## src/arx_feistel_tag_defines.svh

```systemverilog
// assertion macros for the arx feistel tag block
`ifndef ARX_FEISTEL_TAG_DEFINES_SVH
`define ARX_FEISTEL_TAG_DEFINES_SVH

// same-cycle implication, checked out of reset
`define AFT_ASSERT_NOW(label, ante, cons) \
    label: assert property (@(posedge clk) disable iff (!rst_n) (ante) |-> (cons)) \
        else $error("aft assertion failed");

// next-cycle implication, checked out of reset
`define AFT_ASSERT_NEXT(label, ante, cons) \
    label: assert property (@(posedge clk) disable iff (!rst_n) (ante) |=> (cons)) \
        else $error("aft assertion failed");

`endif

```

## src/aft_pkg.sv

```systemverilog
// shared types, constants and helpers for the arx feistel tag block
package aft_pkg;

    localparam int WORD_W        = 32;
    localparam int TAG_W         = 16;
    localparam int SCHED_W       = 59;
    localparam int ROUNDS_DEFAULT = 59;
    localparam int CFG_IDX_W     = 3;
    localparam int ROT_OPEN      = 7;
    localparam int ROT_CLOSE     = 11;

    localparam logic [SCHED_W-1:0] SCHED_RESET = 59'h0AD5A6B4D2E1F0;

    typedef enum logic [CFG_IDX_W-1:0] {
        REG_KEY_WORD_0     = 3'd0,
        REG_KEY_WORD_1     = 3'd1,
        REG_KEY_WORD_2     = 3'd2,
        REG_KEY_WORD_3     = 3'd3,
        REG_ROUND_SCHEDULE = 3'd4
    } cfg_reg_t;

    typedef struct packed {
        logic [WORD_W-1:0] s3;
        logic [WORD_W-1:0] s2;
        logic [WORD_W-1:0] s1;
        logic [WORD_W-1:0] s0;
    } aft_state_t;

    function automatic logic [WORD_W-1:0] rotl_open(input logic [WORD_W-1:0] x);
        rotl_open = {x[WORD_W-1-ROT_OPEN:0], x[WORD_W-1:WORD_W-ROT_OPEN]};
    endfunction

    function automatic logic [WORD_W-1:0] rotl_close(input logic [WORD_W-1:0] x);
        rotl_close = {x[WORD_W-1-ROT_CLOSE:0], x[WORD_W-1:WORD_W-ROT_CLOSE]};
    endfunction

endpackage

```

## src/aft_round.sv

```systemverilog
// one registered feistel round stage
module aft_round
    import aft_pkg::*;
(
    input  logic       clk,
    input  logic       rst_n,
    input  logic       en,
    input  logic       open_sel,
    input  logic       in_valid,
    input  aft_state_t in_state,
    output logic       out_valid,
    output aft_state_t out_state
);

    logic              valid_reg;
    aft_state_t        state_reg;
    aft_state_t        state_next;
    logic [WORD_W-1:0] sum;
    logic [WORD_W-1:0] mix;

    always_comb
    begin
        if (open_sel)
        begin
            sum = in_state.s1 + in_state.s2;
            mix = rotl_open(sum);
        end
        else
        begin
            sum = in_state.s2 + in_state.s3;
            mix = rotl_close(sum);
        end
        state_next.s0 = in_state.s1;
        state_next.s1 = in_state.s2;
        state_next.s2 = in_state.s3;
        state_next.s3 = in_state.s0 ^ mix;
    end

    always_ff @(posedge clk or negedge rst_n)
    begin
        if (!rst_n)
        begin
            valid_reg <= 1'b0;
        end
        else if (en)
        begin
            valid_reg <= in_valid;
        end
    end

    always_ff @(posedge clk)
    begin
        if (en)
        begin
            state_reg <= state_next;
        end
    end

    assign out_valid = valid_reg;
    assign out_state = state_reg;

endmodule

```

## config.mk

```make
export PLATFORM = sky130hd
export DESIGN_NAME = aft_round
export DESIGN_NICKNAME = d
export VERILOG_FILES = /design/src/arx_feistel_tag_defines.svh /design/src/aft_pkg.sv /design/src/aft_round.sv
export SDC_FILE = /design/constraint.sdc
export NUM_CORES = 1
export LEC_CHECK = 0
export BUFFER_PORTS_ARGS = -buffer_cell sky130_fd_sc_hd__buf_2
export CORE_UTILIZATION = 55
export CTS_CLUSTER_DIAMETER = 60
export DETAILED_ROUTE_END_ITERATION = 12
export HOLD_SLACK_MARGIN = 0.08
export PLACE_DENSITY = 0.95
export SETUP_SLACK_MARGIN = 0.02
export SLEW_MARGIN = 0
export SYNTH_ARGS = -nofsm -noshare
export SYNTH_HDL_FRONTEND = slang
export SYNTH_SLANG_ARGS = --single-unit
```

## constraint.sdc

```tcl
create_clock -name clk -period 1.9 [get_ports clk]
set_input_delay 0.095 -clock clk [delete_from_list [all_inputs] [get_ports clk]]
set_output_delay 0.095 -clock clk [all_outputs]
set_load 0.005 [all_outputs]
```

==> results.txt, run 1 <==
----------------------------------------------------
[Run status]
  Result of the run ... did not finish
  Last stage the flow got to ... 4_1_cts
  First error ... [ERROR DPL-0033] detailed placement checks failed during check placement.

[Synth]
  Cell area after synthesis ... 7850 um^2
  Post-synthesis compound-gate area fraction ... 19.2%
  Unique cell type count in the Yosys netlist ... 71
  Post-Syn Instances ... 698
  Number of synthesized flops with an enable pin ... 128
  Synth Register Bits ... 129
  Simple-gate share of the synthesized area ... 10.7%
  Area share of fa/ha/maj cells after synthesis ... 10.4%
  Portion of the post-synthesis area used by sequential elements ... 49.3%
  Number of nets in the synthesized netlist ... 895
  Most used DFF post-synth ... sky130_fd_sc_hd__edfxtp_1
  Combinational family with the most area after synthesis ... compound AO/OA/AOI/OAI gates
  Synthesized-area fraction occupied by xor and xnor cells ... 8.04%
  Warnings from Yosys ... 0
  Mux share of post-synthesis cell area ... 0.654%
  Post-synth ARST share ... 0.775%
  Syn Area/Cell ... 11.2 um^2

[Placement]
  Placed wire-length estimate after detailed placement ... 19.9 mm
  IO Port Bufs ... 261
  Final estimated routing congestion in global placement ... 0.939
  Number of placed cells counting well taps ... 1,300

[Clock tree]
  Library cell used as clock root buffer ... sky130_fd_sc_hd__clkbuf_16
  Total CTS buffers ... 17
  CTS hold repair buffers ... 128
  Sink count of the clock tree ... 129
  H-tree depth ... 4
  Cells resized by post-CTS repair ... 114
  Number of buffers between clock root and the deepest sink ... 2
  Buffers inserted during post-CTS setup optimization ... 19

[Floorplanning]
  Horizontal die dimension ... 121 um
  Placement Rows ... 43
  Initial core utilization ... 56.5%
  Vertical die dimension ... 121 um
  Number of primary I/O pins ... 262

----------------------------------------------------
## cell families after synthesis
logic type,after synthesis
AO/OA/AOI/OAI,223
AND/OR/NAND/NOR,170
flip-flops,129
XOR/XNOR,72
adder cells (fa/ha/maj),64
buffers and inverters,35
multiplexers,5
## cells in the mapped netlist, drive strengths merged (5+ instances only)
master	instances	share of area, %
a211o	5	0.56
a211oi	12	1.2
a21boi	6	0.57
a21o	23	2.2
a21oi	62	4.0
a31oi	15	1.2
and3	13	1.0
clkbuf	13	0.62
edfxtp	128	49
ha	62	9.9
inv	19	0.91
nand2	48	2.3
nand3	14	0.89
nand4	6	0.48
nor2	46	2.2
nor2b	8	0.64
nor3	15	0.96
o211ai	5	0.48
o21a	14	1.4
o21ai	39	2.5
o21bai	8	0.81
o31ai	5	0.67
xnor2	49	5.5
xor2	23	2.6
## stage by stage
stage               hold WS (ns)  setup slack (ns)  area (um^2)
global placement          -0.131            -0.871        10900
floorplan                 -0.201            -0.609         8050
detailed placement        -0.128             -1.01        10900
==> run 2: changes to the inputs <==
CORE_UTILIZATION = 40   (was 55)
CTS_CLUSTER_DIAMETER = unset   (was 60)
HOLD_SLACK_MARGIN = unset   (was 0.08)
PLACE_DENSITY = unset   (was 0.95)
PLACE_DENSITY_LB_ADDON = 0.15   (was unset)
SETUP_SLACK_MARGIN = unset   (was 0.02)
==> run 2 against run 1 <==
The flow now finishes, with violations (setup timing). Synthesized cell count is the same. Area after synthesis stayed put.
==> results.txt, run 2 <==
----------------------------------------------------
[Finish]
  Leading cell types in the layout, fill and taps excluded ... sky130_fd_sc_hd__buf_2 (242), sky130_fd_sc_hd__buf_4 (203), sky130_fd_sc_hd__dlygate4sd3_1 (128), sky130_fd_sc_hd__edfxtp_1 (128), sky130_fd_sc_hd__xnor2_1 (49)
  Count of filler cells inserted in the layout ... 1,335
  N_diodes ... 0
  Post-route standard cell area excluding fillers ... 13,900 um^2
  Count of non-filler cells in the finished layout ... 1,572
  Post-layout nets ... 1,496
  Fraction of final layout cells sized beyond drive strength 1 ... 46.9%
  Largest register FFs ... 128
  Utilization of the core after routing ... 73.3%
  Commonest non-fill, non-tap cell in the layout ... sky130_fd_sc_hd__buf_2
  Area growth from synthesis to layout ... 77.0%

[Timing]
  Final period demand of the worst path ... 2.21 ns
  Actual transition at the worst max-transition pin ... 0.543 ns
  Worst setup slack after layout ... -0.307 ns
  Final hold violation count ... 0
  Number of setup violations in the final report ... 22
  Worst setup skew after layout ... 0 ns
  RSZ-0062 raised after global routing ... true
  Max_slew headroom ... 63.4%
  Number of max-slew violations in the final report ... 0
  Ratio of final minimum period to clock period ... 116%
  Fmax ... 453 MHz

[Floorplanning]
  Number of primary I/O pins ... 262 (unchanged)
  Horizontal die dimension ... 142 um (+17%)
  Area enclosed by the die boundary ... 20,200 um^2
  Core Box Area ... 19,000 um^2
  Initial core utilization ... 41.4% (-15 points)
  Vertical die dimension ... 142 um (+17%)
  Placement Rows ... 50 (+16%)

[Route]
  Post-DR wirelength/cell ... 16.8 um
  Residual DRC ... 0
  Vias per Instance ... 5.06
  Violation count after the first detailed-route iteration ... 373
  Routed wire length ... 26.4 mm
  Detailed-router iteration count before antenna repair ... 5
  Count of vias placed by the detailed router ... 7,955
  Antenna viol nets, final ... 0

[Pwr]
  P_leak ... 0.00606 uW
  Sum of internal, switching and leakage power ... 10,300 uW
  Power density over the cells ... 740 nW/um^2
  Worst voltage drop across the vdd grid ... 0.642 mV

[Placement]
  IO Port Bufs ... 261 (unchanged)
  Final estimated routing congestion in global placement ... 0.853 (-9.2%)
  Cell area after placement ... 11,100 um^2 (+1.8%)
  Number of placed cells counting well taps ... 1,393 (+7.2%)
  Placed wire-length estimate after detailed placement ... 18.4 mm (-7.4%)

[Setup path]
  Worst path cell trace ... buf_2 > ha_1 > buf_4 > o21a_1 > a21oi_2 > buf_4 > a31oi_2 > a41o_2 > a2111oi_4 > o21bai_4 > nor4b_4 > nor4b_4
  Biggest fanout along the worst timing path ... 4
  Levels on crit path ... 12
  CP required ... 2.16 ns
  Buffering stage count on the worst path with inverters included ... 3
  Launch instance of the worst register-to-register path ... out_valid
  CP Data Arrival Time ... 2.46 ns
  Depth of the worst register-to-register path ... 1
  Family with the most delay on the worst path ... compound AO/OA/AOI/OAI gates
  Kind of start point of the critical path ... input port
  Maximum single-stage delay on the critical path ... 0.32 ns
  Type of destination of the critical path ... register
  Minimum setup slack among reg-to-reg paths ... 1.15 ns
  Cell with the largest stage delay on the worst path ... sky130_fd_sc_hd__a2111oi_4
  Capturing point of the worst reg2reg path ... out_valid
  Category of the most critical setup path ... in -> reg

[Run status]
  Result of the run ... finished with violations
  Violated checks ... setup timing

[Synth]
  Number of synthesized flops with an enable pin ... 128 (unchanged)
  Dominant cell type by area after synthesis ... sky130_fd_sc_hd__edfxtp_1
  Number of nets in the synthesized netlist ... 895 (unchanged)
  Cell area after synthesis ... 7850 um^2 (unchanged)
  Largest cells by area after synthesis ... sky130_fd_sc_hd__edfxtp_1 (49%), sky130_fd_sc_hd__ha_1 (9.9%), sky130_fd_sc_hd__xnor2_1 (5.5%), sky130_fd_sc_hd__a21oi_1 (3.9%), sky130_fd_sc_hd__xor2_1 (2.6%)
  Syn Area/Cell ... 11.2 um^2 (unchanged)
  Synth Register Bits ... 129 (unchanged)
  Post-synth ARST share ... 0.775% (unchanged)
  Area share of the leading cell type in the synthesized netlist ... 49.0% (unchanged)
  Warnings from Yosys ... 0 (unchanged)
  Post-Syn Instances ... 698 (unchanged)
  Most frequent cell after synthesis ... sky130_fd_sc_hd__edfxtp_1
  Unique cell type count in the Yosys netlist ... 71 (unchanged)
  Cell types with the highest counts after synthesis ... sky130_fd_sc_hd__edfxtp_1 (128), sky130_fd_sc_hd__ha_1 (62), sky130_fd_sc_hd__a21oi_1 (61)
  Most used DFF post-synth ... sky130_fd_sc_hd__edfxtp_1
  Portion of the post-synthesis area used by sequential elements ... 49.3% (unchanged)

[Worst hold path]
  Source of the worst hold timing path ... in_state[84]
  Depth of the worst hold-timing path ... 2
  Worst min-delay path class ... in -> reg
  Endpoint, Worst Hold ... out_state[52]

[Global routing]
  Initial antenna violation count ... 0
  Maximum number of pins on one net before global-route repair ... 41
  GR Util All Layers ... 26.1%
  Total congestion overflow ... 0
  First-pass GRT wire length ... 40.5 mm
  Number of global-route vias before repair ... 8,062

[Clock tree]
  Sink count of the clock tree ... 129 (unchanged)
  Clock latency on the worst-skew pair ... 0.42 ns
  Clock-pin slew reported for the worst setup and hold paths after clock tree synthesis ... 0.06 ns
  Library cell used as clock root buffer ... sky130_fd_sc_hd__clkbuf_16
  Total CTS buffers ... 17 (unchanged)
  H-tree depth ... 4 (unchanged)
  Number of buffers between clock root and the deepest sink ... 2 (unchanged)
  CTS tree ... done

[Run]
  Reported max-cap violation count ... 0

----------------------------------------------------
-- run 2: how the worst max path moves through the flow --
| stage | from | end | slack [ns] |
|---|---|---|---|
| global placement | in_state[69] | out_state[104] | -0.88 |
| floorplan | in_state[64] | out_state[105] | -0.61 |
| global route | in_state[64] | out_state[101] | -0.42 |
| finish | in_state[73] | out_state[104] | -0.31 |
| CTS | in_state[74] | out_state[119] | -0.34 |
| detailed placement | in_state[69] | out_state[104] | -0.93 |
-- run 2: report_power, final --
part | internal (uW) | switching [uW] | total, uW
clock network | 2190 | 1280 | 3470
logic | 1720 | 1530 | 3240
registers | 3490 | 74.0 | 3570
-- run 2: kinds of logic (layout without fill, tap and decap cells) --
group | after synthesis | after routing | synth area share (%)
AOI/OAI and AO/OA | 223 | 223 | 19.2
and+or+nand+nor | 170 | 170 | 10.7
DFF | 129 | 129 | 49.3
xor gates and xnor gates | 72 | 72 | 8.04
adders and majority gates | 64 | 64 | 10.4
buffers and inverters | 35 | 649 | 1.71
muxes | 5 | 5 | 0.654
-- run 2: final cells by class --
| class | instances | area, um^2 | area share [%] |
|---|---|---|---|
| sequential | 129 | 3870 | 27.9 |
| clock buffer | 18 | 429 | 3.09 |
| multi-input combinational | 534 | 4660 | 33.5 |
| clock inverter | 14 | 190 | 1.37 |
| tap | 260 | 325 | 2.34 |
| timing repair buffer | 598 | 4340 | 31.3 |
| inverter | 19 | 71.3 | 0.514 |
-- run 2: what timing repair did --
action	4_1_cts	5_1_grt
setup endpoints to repair	25	26
hold buffers	128	0
hold endpoints to repair	127	0
pin swaps	69	40
buffers inserted	16	5
resized for setup	107	37
-- run 2: metrics by stage --
step                      hold WS, ns  TNS (ns)  setup slack (ns)
after floorplan                -0.201     -6.78            -0.609
after global placement         -0.129    -19.08            -0.885
after detailed placement       -0.130    -20.09            -0.930
after CTS                     0.00517     -4.15            -0.337
after global routing           0.0150     -6.89            -0.419
final                          0.0212     -4.50            -0.307
-- run 2: per-layer routing --
metal / vias up / wire length (um) / track usage, % / share of wire [%]
met4: 0 / 542 / 9.73 / 2.1
met1: 3753 / 11200 / 31.3 / 43
met5: - / 0 / 0 / 0
met2: 267 / 13100 / 45.9 / 50
li1: 3891 / - / - / -
met3: 44 / 1520 / 5.28 / 5.8
Power figures use the tool's default switching activity.
